File: src/sv/hyperloglog_register_update_assert.svh
// Assertion macros for the HyperLogLog register update block.
`ifndef HYPERLOGLOG_REGISTER_UPDATE_ASSERT_SVH
`define HYPERLOGLOG_REGISTER_UPDATE_ASSERT_SVH

`ifndef SYNTHESIS

// Clocked check, muted while reset is asserted.
`define HLLRU_ASSERT(lbl, clk_s, rstn_s, prop, msg) \
    lbl: assert property (@(posedge clk_s) disable iff (!rstn_s) prop) else $error(msg);

// Clocked check that also holds through reset.
`define HLLRU_ASSERT_ALWAYS(lbl, clk_s, prop, msg) \
    lbl: assert property (@(posedge clk_s) prop) else $error(msg);

`else

`define HLLRU_ASSERT(lbl, clk_s, rstn_s, prop, msg)
`define HLLRU_ASSERT_ALWAYS(lbl, clk_s, prop, msg)

`endif

`endif

File: src/sv/hllru_pkg.sv
// Shared types and constants of the HyperLogLog register update block.
package hllru_pkg;

    localparam int MAX_INDEX_BITS = 12;
    localparam int HASH_W    = 64;
    localparam int IDX_W     = MAX_INDEX_BITS;
    localparam int REG_W     = 6;
    localparam int BIN_W     = 6;
    localparam int HIST_BINS = 64;
    localparam int COUNT_W   = MAX_INDEX_BITS + 1;
    localparam int CFG_W     = 4;
    localparam int MIN_P     = 2;

    localparam logic [CFG_W-1:0] INDEX_BITS_RESET = 4'd12;

    localparam logic [1:0] FUNC_ADD      = 2'd0;
    localparam logic [1:0] FUNC_MERGE    = 2'd1;
    localparam logic [1:0] FUNC_READ_REG = 2'd2;
    localparam logic [1:0] FUNC_READ_BIN = 2'd3;

    typedef enum logic [2:0] {
        ST_CLEAR,
        ST_IDLE,
        ST_LOOK,
        ST_EVAL,
        ST_DEC,
        ST_INC,
        ST_DONE
    } state_t;

    typedef struct packed {
        logic restart;
        logic clear;
        logic capture;
        logic look;
        logic eval;
        logic dec;
        logic inc;
        logic load_out;
    } cmd_t;

    typedef struct packed {
        logic clr_last;
        logic raise;
    } sts_t;

endpackage

File: src/sv/hllru_ctrl.sv
// Sequencer for clearing, item processing and the result register handshake.
`include "hyperloglog_register_update_assert.svh"

module hllru_ctrl
(
    input  logic            clk,
    input  logic            rst_n,
    input  logic            cfg_valid,
    input  logic            in_valid,
    output logic            in_ready,
    output logic            out_valid,
    input  logic            out_ready,
    input  hllru_pkg::sts_t sts,
    output hllru_pkg::cmd_t cmd
);

    hllru_pkg::state_t state_reg;
    hllru_pkg::state_t state_next;
    logic              out_valid_reg;
    logic              out_valid_next;
    logic              out_free;

    // A config write in the same cycle wins; the item waits for the clear pass.
    assign out_free  = !out_valid_reg || out_ready;
    assign in_ready  = (state_reg == hllru_pkg::ST_IDLE) && !cfg_valid;
    assign out_valid = out_valid_reg;

    always_comb
    begin
        state_next = state_reg;
        if (cfg_valid)
        begin
            state_next = hllru_pkg::ST_CLEAR;
        end
        else
        begin
            unique case (state_reg)
                hllru_pkg::ST_CLEAR: if (sts.clr_last) state_next = hllru_pkg::ST_IDLE;
                hllru_pkg::ST_IDLE:  if (in_valid) state_next = hllru_pkg::ST_LOOK;
                hllru_pkg::ST_LOOK:  state_next = hllru_pkg::ST_EVAL;
                hllru_pkg::ST_EVAL:  state_next = sts.raise ? hllru_pkg::ST_DEC
                                                            : hllru_pkg::ST_DONE;
                hllru_pkg::ST_DEC:   state_next = hllru_pkg::ST_INC;
                hllru_pkg::ST_INC:   state_next = hllru_pkg::ST_DONE;
                hllru_pkg::ST_DONE:  if (out_free) state_next = hllru_pkg::ST_IDLE;
                default:             state_next = hllru_pkg::ST_CLEAR;
            endcase
        end
    end

    always_comb
    begin
        cmd          = '0;
        cmd.restart  = cfg_valid;
        cmd.clear    = (state_reg == hllru_pkg::ST_CLEAR) && !cfg_valid;
        cmd.capture  = in_ready && in_valid;
        cmd.look     = (state_reg == hllru_pkg::ST_LOOK);
        cmd.eval     = (state_reg == hllru_pkg::ST_EVAL);
        cmd.dec      = (state_reg == hllru_pkg::ST_DEC);
        cmd.inc      = (state_reg == hllru_pkg::ST_INC);
        cmd.load_out = (state_reg == hllru_pkg::ST_DONE) && out_free;
    end

    always_comb
    begin
        out_valid_next = out_valid_reg;
        if (cmd.load_out)
        begin
            out_valid_next = 1'b1;
        end
        else if (out_ready)
        begin
            out_valid_next = 1'b0;
        end
    end

    always_ff @(posedge clk or negedge rst_n)
    begin
        if (!rst_n)
        begin
            state_reg     <= hllru_pkg::ST_CLEAR;
            out_valid_reg <= 1'b0;
        end
        else
        begin
            state_reg     <= state_next;
            out_valid_reg <= out_valid_next;
        end
    end

    `HLLRU_ASSERT(a_load_into_free_slot, clk, rst_n,
                  cmd.load_out |-> (!out_valid_reg || out_ready),
                  "result loaded over a waiting item")
    `HLLRU_ASSERT(a_raise_goes_to_dec, clk, rst_n,
                  (state_reg == hllru_pkg::ST_EVAL && sts.raise && !cfg_valid)
                  |=> (state_reg == hllru_pkg::ST_DEC),
                  "raised register skipped histogram update")
    `HLLRU_ASSERT(a_dec_then_inc, clk, rst_n,
                  (state_reg == hllru_pkg::ST_DEC && !cfg_valid)
                  |=> (state_reg == hllru_pkg::ST_INC),
                  "histogram decrement without increment")
    `HLLRU_ASSERT_ALWAYS(a_cfg_starts_clear, clk,
                         cfg_valid |=> (state_reg == hllru_pkg::ST_CLEAR),
                         "config write did not start a clear pass")

endmodule

File: config.mk
export PLATFORM = sky130hd
export DESIGN_NAME = hllru_ctrl
export DESIGN_NICKNAME = d
export VERILOG_FILES = /design/src/sv/hllru_pkg.sv /design/src/sv/hllru_ctrl.sv
export VERILOG_INCLUDE_DIRS = /design/src /design/src/sv
export SDC_FILE = /design/constraint.sdc
export NUM_CORES = 1
export LEC_CHECK = 0
export BUFFER_PORTS_ARGS = -buffer_cell sky130_fd_sc_hd__buf_2
export CORE_AREA = 2 2 39 41
export DETAILED_ROUTE_END_ITERATION = 16
export DIE_AREA = 0 0 41 43
export RECOVER_POWER = 25
export SLEW_MARGIN = 5
export SYNTH_ARGS = -nofsm -noshare
export SYNTH_HDL_FRONTEND = slang
export SYNTH_SLANG_ARGS = --single-unit
File: constraint.sdc
create_clock -name clk -period 1.8 [get_ports clk]
set_input_delay 0.09 -clock clk [delete_from_list [all_inputs] [get_ports clk]]
set_output_delay 0.09 -clock clk [all_outputs]
set_load 0.02 [all_outputs]
==> run metrics, run 1 <==
status complete, no violations; Worst Setup Slack, final roughly 0.40 ns; TritonCTS clock tree yes; Routed Antenna Nets 0; vias in the first global route approximately 290; Final Wtd Congestion 0.7414; Synth area leader dfrtp_1; worst path cell trace nor3_1, and2_1, buf_2; share of the synthesized area in the top cell type 0.3306; CTS Root Cell clkbuf_4; Slowest-stage cell, CP dfrtp_1; fmax roughly 720 MHz; post-route cell area between 400 and 500 sq um; endpoints failing hold 0; row cnt 14; Worst Reg2Reg Path Length in Cells 3; startpoint types register; Setup WS pre-CTS about 0.5 ns; die area roughly 1800 sq um; GRT Util Overall 0.1009; Slew @ Worst Pin roughly 0.34 ns; unrepaired setup endpoints after global routing no; number of clock sinks 4; die width a little over 40 um; clk_lat worst skew approximately 0.24 ns; Post-Route WL around 690 um; static leakage ~0.25 nW; synth unique cells 21; Crit Path Class register to output pin; Post-Syn Area between 300 and 400 sq um; Cell Area, Placed between 300 and 400 sq um; input/output buffers 16; largest net degree at the start of global routing 12; Peak VDD IR 0.0001874 V; CTS Buffer Depth 2; Final #Nets 58; CP Capture Type output pin; Seq/Total Area, Yosys 0.3306; Hold Crit Depth 2; largest fanout on the critical path 11; crit path DAT 1.31 ns; Seq cells post-synth 4; Mapped Nets 40; First-pass DRT Iterations 2; PD cells 726.8 nW/um^2; Synth area leaders dfrtp_1 (33%), buf_4 (7.4%), nand3b_4 (6.6%); Core Area approximately 1400 sq um; Finish-stage setup viols 0; Syn-to-layout area delta 33.06%; worst relative slew slack 0.7714; DR vias/cell around 4.3; Setup Buffers After CTS 0; first-pass GRT wire length between 1000 and 1500 um; worst path required time about 1.7 ns; Starting DRT DRC Count 6; Ant. Diodes 0; min cycle time layout 1.397 ns; Setup Skew 0.001890 ns; post-synthesis area per instance 9.175 sq um; Max Cap Viol 0; DRC Markers 0; worst min-delay path class primary input to register; setup TNS 0 ns; Slew Viols, Final 0; Clock transition at path regs ~0.040 ns; initial antenna violation count 0; Ys Warns 0; gr ovfl total 0; WL/cell roughly 11 um; final worst-path cycle share 0.7758; # IOs 17; total CTS buffers 3; flip-flop count of the largest register after layout 3; Die Ht around 43 um; via count roughly 280; largest stage delay on the critical path ~0.49 ns; H-tree Lvls 1; share of post-route cells with drive strength above 1 0.4286; initial core utilization 0.2188; Gate Count Post-Synth 33
## synthesized netlist by cell type
cell	count
nand2_1	1
a21oi_1	2
nand2b_1	1
buf_4	3
buf_6	1
or3_4	1
nor3b_1	1
nand3b_4	1
inv_1	2
buf_2	1
and2b_1	1
and3_1	2
dfrtp_1	4
and3b_1	1
mux2i_1	1
nor3_1	4
o21ai_0	2
nor4_1	1
a22o_1	1
o21a_1	1
and2_1	1
## kinds of logic after synthesis
logic type,synth area share
AND/OR/NAND/NOR,0.3637
multiplexers,0.03306
flip-flops,0.3306
AO/OA/AOI/OAI,0.1199
buffers and inverters,0.1529
## worst max-delay path, delay by kind of cell, from the launching register on
family                 cells  cell delay (ns)
buffers and inverters      1             0.17
DFF                        1             0.49
and+or+nand+nor            2             0.40
## cell usage in the layout, fill, tap and decap left out
cell type / count
a21oi_1: 2
a22o_1: 1
and2_1: 1
and2b_1: 1
and3_1: 2
and3b_1: 1
buf_2: 15
buf_4: 1
clkbuf_1: 1
clkbuf_4: 3
dfrtp_1: 4
dlygate4sd3_1: 1
inv_1: 2
mux2i_1: 1
nand2_1: 1
nand2b_1: 1
nand3b_4: 1
nor3_1: 4
nor3b_1: 1
nor4_1: 1
o21a_1: 1
o21ai_0: 2
or3_4: 1
## cell type report
cell class / count / area (sq um)
flip-flops and latches: 4 / 100.1
fillers: 156 / 980.9
well taps: 16 / 20.02
inverters: 2 / 7.507
clock buffers: 3 / 22.52
repair buffers: 18 / 96.34
multi-input cells: 22 / 156.4
## final timing paths
check / slack [ns] / startpoint / endpoint
worst max-delay path: 0.40 / state_reg[2] / in_ready
worst min-delay path: 0.14 / cfg_valid / state_reg[1]
worst max register to register: 0.50 / state_reg[2] / state_reg[0]
worst min register to register: 0.51 / out_valid / out_valid
max in group asynchronous: 1.39 / rst_n / state_reg[0]
min in group asynchronous: 0.22 / rst_n / out_valid
## power by group
group	leakage, nW	switching, W	internal, W
clock network	0.0138	0.0000409	0.0000749
registers	0.0542	0.00000901	0.0000960
logic	0.185	0.0000396	0.0000325
total	0.253	0.0000895	0.000203
## timing repair
| item | CTS | global route |
|---|---|---|
| hold buffers | 1 | 0 |
| endpoints found under the hold margin | 4 | 0 |
| setup endpoints to repair | 0 | 0 |
| resized for setup | 0 | 0 |
## metrics by stage
step           cells    util  hold WS (ns)  total power [W]
6_report          65  0.2911        0.1367        0.0002928
5_1_grt           65  0.2911        0.1786        0.0003041
2_1_floorplan     33       -       -0.2056        0.0001561
3_3_place_gp      61  0.2685       -0.1027        0.0001767
4_1_cts           65  0.2920        0.1365        0.0002934
3_5_place_dp      61  0.2685      -0.09769        0.0001771
## metal layers
| metal | global-route usage | wire length [um] | vias up |
|---|---|---|---|
| met5 | 0 | 0 | - |
| met4 | 0.1000 | 16 | 0 |
| met3 | 0.03141 | 39 | 3 |
| met2 | 0.1281 | 347 | 10 |
| met1 | 0.1242 | 287 | 123 |
| li1 | - | - | 146 |
No activity file was read; power rests on OpenSTA's default activity.
==> inputs of run 2 (changes only) <==
==> constraint.sdc (replaced) <==
create_clock -name clk -period 1.29 [get_ports clk]
set_input_delay 0.0645 -clock clk [delete_from_list [all_inputs] [get_ports clk]]
set_output_delay 0.0645 -clock clk [all_outputs]
set_load 0.02 [all_outputs]
==> run metrics, run 2 (same netlist as run 1, synthesis figures left out) <==
TritonCTS clock tree yes; total CTS buffers 3 (unchanged); Final #Nets 67 (+16%); PD cells 839.6 nW/um^2 (+16%); initial core utilization 0.2188 (unchanged); post-route cell area 564.3 sq um (+40%); flip-flop count of the largest register after layout 3 (unchanged); GRT Util Overall 0.1149 (+0.01401); Syn-to-layout area delta 86.36%; Post-Route WL 872 um (+26%); Starting DRT DRC Count 2 (-4); Max Cap Viol 0 (unchanged); endpoints failing hold 0 (unchanged); clk_lat worst skew 0.24 ns (about the same); setup TNS 0 ns (unchanged); Crit Path Class register to output pin; WHS 0.1205 ns (-0.01620 ns); CTS Root Cell clkbuf_4; largest net degree at the start of global routing 11 (-1); Psw 0.0001475 W (+65%); status complete, no violations; Slew Viols, Final 0 (unchanged); unrepaired setup endpoints after global routing yes; gr ovfl total 0 (unchanged); DRC Markers 0 (unchanged); First-pass DRT Iterations 2 (unchanged); vias in the first global route 306 (+7.0%); die width 41 um (unchanged); static leakage 0.3111 nW (+23%); # IOs 17 (unchanged); row cnt 14 (unchanged); largest fanout on the critical path 4 (-7); Core Area 1384 sq um (unchanged); Finish-stage setup viols 0 (unchanged); CP Capture Type output pin; Die Ht 43 um (unchanged); Final Wtd Congestion 0.7465 (+0.69%); Comb pwr share 0.352 (+0.106); share of post-route cells with drive strength above 1 0.6552 (+0.2266); commonest non-fill, non-tap cell in the layout buf_4; worst relative slew slack 0.8571 (+0.08562); first-pass GRT wire length 1283 um (+15%); final worst-path cycle share 0.9970; commonest non-fill, non-tap cells in the layout buf_4 (10), buf_6 (8), buf_2 (7); number of clock sinks 4 (unchanged); worst min-delay path class primary input to register; WL/cell 11.78 um (+11%); Clock transition at path regs 0.04 ns (about the same); Clk network pwr share 0.342 (-0.053); input/output buffers 16 (unchanged); H-tree Lvls 1 (unchanged); crit path DAT 1.22 ns (-0.09 ns); initial antenna violation count 0 (unchanged); switching part of the total 0.3114 (+0.005672); fmax 777.5 MHz; startpoint types register; DR vias/cell 4.514 (+4.0%); Seq pwr share 0.306 (-0.053); CTS Buffer Depth 2 (unchanged); Pwr Total 0.0004738 W (+62%); Ant. Diodes 0 (unchanged); Peak VDD IR 0.0003222 V (+72%); Cell Area, Placed 400.4 sq um (+7.7%); die area 1763 sq um (unchanged); Cell Int Power 0.0003263 W (+60%); Post-DP HPWL between 500 and 600 um; Setup Skew 0.001593 ns (-0.0002966 ns); min cycle time layout 1.286 ns; worst path required time 1.23 ns (-0.48 ns); Routed Antenna Nets 0 (unchanged); Slew @ Worst Pin 0.2144 ns (-0.1284 ns); via count 334 (+18%)
## run 2: routing by layer
layer  vias up  track usage  share of wire
met1       156       0.1270           0.41
met5         -            0              0
met3         2      0.03141          0.029
met4         0       0.1000          0.017
met2        12       0.1688           0.55
li1        164            -              -
## run 2: path summary, 6_finish.rpt
| path | startpoint | endpoint | slack (ns) | cells past startpoint |
|---|---|---|---|---|
| min | out_ready | out_valid | 0.12 | 3 |
| max reg2reg | state_reg[2] | state_reg[0] | 0.02 | 4 |
| min reg2reg | out_valid | out_valid | 0.53 | 2 |
| max in group asynchronous | rst_n | state_reg[2] | 0.91 | 2 |
| min in group asynchronous | rst_n | out_valid | 0.18 | 2 |
| max | state_reg[2] | cmd[2] | 0.004 | 4 |
## run 2: area by class of cell
| class | count | area (sq um) |
|---|---|---|
| Tap cell | 16 | 20.02 |
| Fill cell | 131 | 819.5 |
| Multi-Input combinational cell | 22 | 197.7 |
| Inverter | 2 | 7.507 |
| Timing Repair Buffer | 27 | 214.0 |
| Clock buffer | 3 | 22.52 |
| Sequential cell | 4 | 102.6 |
## run 2: timing repair
action                                  CTS  global route
gates resized for setup                  11            14
hold buffers                              1             0
endpoints found under the setup margin    5             8
buffers inserted                          4             2
pin swaps                                 1             3
hold endpoints to repair                  4             0
## run 2: power by group through the flow
stage,clock (W),combinational (W),sequential [W]
3_3_place_gp,0,0.000114,0.000143
4_1_cts,0.000160,0.000144,0.000142
3_5_place_dp,0,0.000115,0.000144
2_1_floorplan,0,0.0000812,0.000139
6_report,0.000162,0.000167,0.000145
5_1_grt,0.000167,0.000177,0.000146
## run 2: worst max-delay path: stages (launching register included)
cell and delay (ns):
dfrtp_2 0.44, buf_6 0.14, buf_6 0.11, nor3b_2 0.14, buf_4 0.15
## run 2: metrics by stage
stage,std cells,util,setup slack [ns]
finish,74,0.4078,0.003835
global route,74,0.4078,-0.02727
CTS,72,0.3671,-0.01982
detailed placement,64,0.2893,0.08562
global placement,64,0.2893,0.1291
floorplan,33,-,0.06316
==> inputs of run 3 (changes only) <==
==> constraint.sdc (replaced) <==
create_clock -name clk -period 1.4 [get_ports clk]
set_input_delay 0.07 -clock clk [delete_from_list [all_inputs] [get_ports clk]]
set_output_delay 0.07 -clock clk [all_outputs]
set_load 0.02 [all_outputs]
==> run metrics, run 3 (same netlist as run 1, synthesis figures left out) <==
switching part of the total 0.2955 (-0.01589); total CTS buffers 3 (unchanged); Seq pwr share 0.347 (+0.041); Syn-to-layout area delta 43.80%; Die Ht 43 um (unchanged); DR vias/cell 4.379 (-3.0%); Post-DP HPWL 553.8 um (-4.8%); PD cells 886.1 nW/um^2 (+5.5%); flip-flop count of the largest register after layout 3 (unchanged); commonest non-fill, non-tap cells in the layout buf_2 (14), nor3_1 (3), clkbuf_4 (3), buf_4 (3); Worst Reg2Reg Path Length in Cells 3 (-1); Clock transition at path regs 0.04 ns (about the same); WL/cell 10.95 um (-7.0%); setup TNS 0 ns (unchanged); min cycle time layout between 1 and 1.5 ns; Clk network pwr share 0.365 (+0.023); Setup Skew 0.003437 ns (+0.001844 ns); Finish-stage setup viols 0 (unchanged); CTS Buffer Depth 2 (unchanged); DRC Markers 0 (unchanged); area of the multi-input gates 176.4 sq um (-11%); row cnt 14 (unchanged); worst min-delay path class primary input to register; CP Capture Type output pin; initial antenna violation count 0 (unchanged); WHS 0.1449 ns (+0.02440 ns); TritonCTS clock tree yes; Max Cap Viol 0 (unchanged); Crit Path Class register to output pin; Slew @ Worst Pin 0.2383 ns (+0.02389 ns); status complete, no violations; Ant. Diodes 0 (unchanged); share of post-route cells with drive strength above 1 0.5200 (-0.1352); clk_lat worst skew 0.23 ns (about the same); via count 289 (-13%); Hold Crit Depth 3 (unchanged); largest net degree at the start of global routing 12 (+1); Starting DRT DRC Count 0 (-2); endpoints failing hold 0 (unchanged); number of clock sinks 4 (unchanged); Peak VDD IR 0.0002308 V (-28%); final worst-path cycle share 0.9530; initial core utilization 0.2188 (unchanged); Cell Int Power 0.0002718 W (-17%); CTS Root Cell clkbuf_4; Final Wtd Congestion 0.7300 (-2.2%); gr ovfl total 0 (unchanged); input/output buffers 16 (unchanged); Fillers 155 (+18%); First-pass DRT Iterations 1 (-1); Post-Route WL 723 um (-17%); worst path required time 1.33 ns (+0.10 ns); Final #Nets 59 (-12%); first-pass GRT wire length 1104 um (-14%); commonest non-fill, non-tap cell in the layout buf_2; H-tree Lvls 1 (unchanged); # IOs 17 (unchanged); Slew Viols, Final 0 (unchanged); unrepaired setup endpoints after global routing no; die width 41 um (unchanged); Routed Antenna Nets 0 (unchanged); fmax approximately 750 MHz; largest fanout on the critical path 6 (+2); Comb pwr share 0.288 (-0.064); Reg area 102.6 sq um (unchanged); crit path DAT 1.26 ns (+0.04 ns); Core Area 1384 sq um (unchanged); static leakage 0.2616 nW (-16%); worst relative slew slack 0.8411 (-0.01593); GRT Util Overall 0.09697 (-0.01795); startpoint types register; vias in the first global route 277 (-9.5%); Psw 0.0001140 W (-23%); die area 1763 sq um (unchanged)
-- run 3: cell types whose count changed in the layout (fill, tap and decap cells not counted), sizes merged --
cell,change
buf,-8
-- run 3: area by class of cell --
type / instances / share of cell area
Inverter: 2 / 0.01724
Multi-Input combinational cell: 22 / 0.4052
Timing Repair Buffer: 19 / 0.2443
Clock buffer: 3 / 0.05172
Sequential cell: 4 / 0.2356
Tap cell: 16 / 0.04598
-- run 3: routing by layer --
metal | track usage | part of all wire | wire (um) | vias to the layer above
li1 | - | - | - | 148
met5 | 0 | 0 | 0 | -
met1 | 0.1016 | 0.38 | 276 | 134
met3 | 0.03141 | 0.059 | 43 | 0
met4 | 0.08000 | 0 | 0 | 0
met2 | 0.1469 | 0.56 | 403 | 7
-- run 3: through the flow --
stage / power [W] / cells / utilization / worst slack [ns] / cell area [sq um]
CTS: 0.0003820 / 66 / 0.3029 / 0.01245 / 419.2
detailed placement: 0.0002315 / 62 / 0.2740 / 0.1046 / 379.1
global route: 0.0004040 / 66 / 0.3146 / 0.007475 / 435.4
floorplan: 0.0002007 / 33 / - / 0.09179 / 302.8
finish: 0.0003858 / 66 / 0.3146 / 0.06574 / 435.4
global placement: 0.0002304 / 62 / 0.2740 / 0.1442 / 379.1
-- run 3: power groups by stage --
stage	clock network, W	registers (W)	logic [W]
after floorplan	0	0.000129	0.0000722
after global placement	0	0.000133	0.0000971
after CTS	0.000146	0.000132	0.000103
final	0.000141	0.000134	0.000111
after detailed placement	0	0.000134	0.0000979
after global routing	0.000148	0.000135	0.000121
-- run 3: worst max-delay path: stages (launching register included) --
cell and delay, ns:
dfrtp_2 0.40, buf_4 0.17, inv_1 0.07, nor3_1 0.20, buf_2 0.20
-- run 3: what timing repair did --
item | in CTS | in global routing
setup endpoints to repair | 2 | 4
hold buffers | 1 | 0
setup buffers | 0 | 0
resized for setup | 2 | 4
hold endpoints to repair | 4 | 0
-- run 3: path summary, 6_finish.rpt --
kind / from / endpoint / slack (ns)
max: state_reg[1] / cmd[4] / 0.07
min in group asynchronous: rst_n / state_reg[0] / 0.21
min: in_valid / state_reg[0] / 0.14
max reg2reg: state_reg[2] / state_reg[0] / 0.16
min reg2reg: out_valid / out_valid / 0.53
max in group asynchronous: rst_n / state_reg[1] / 0.99
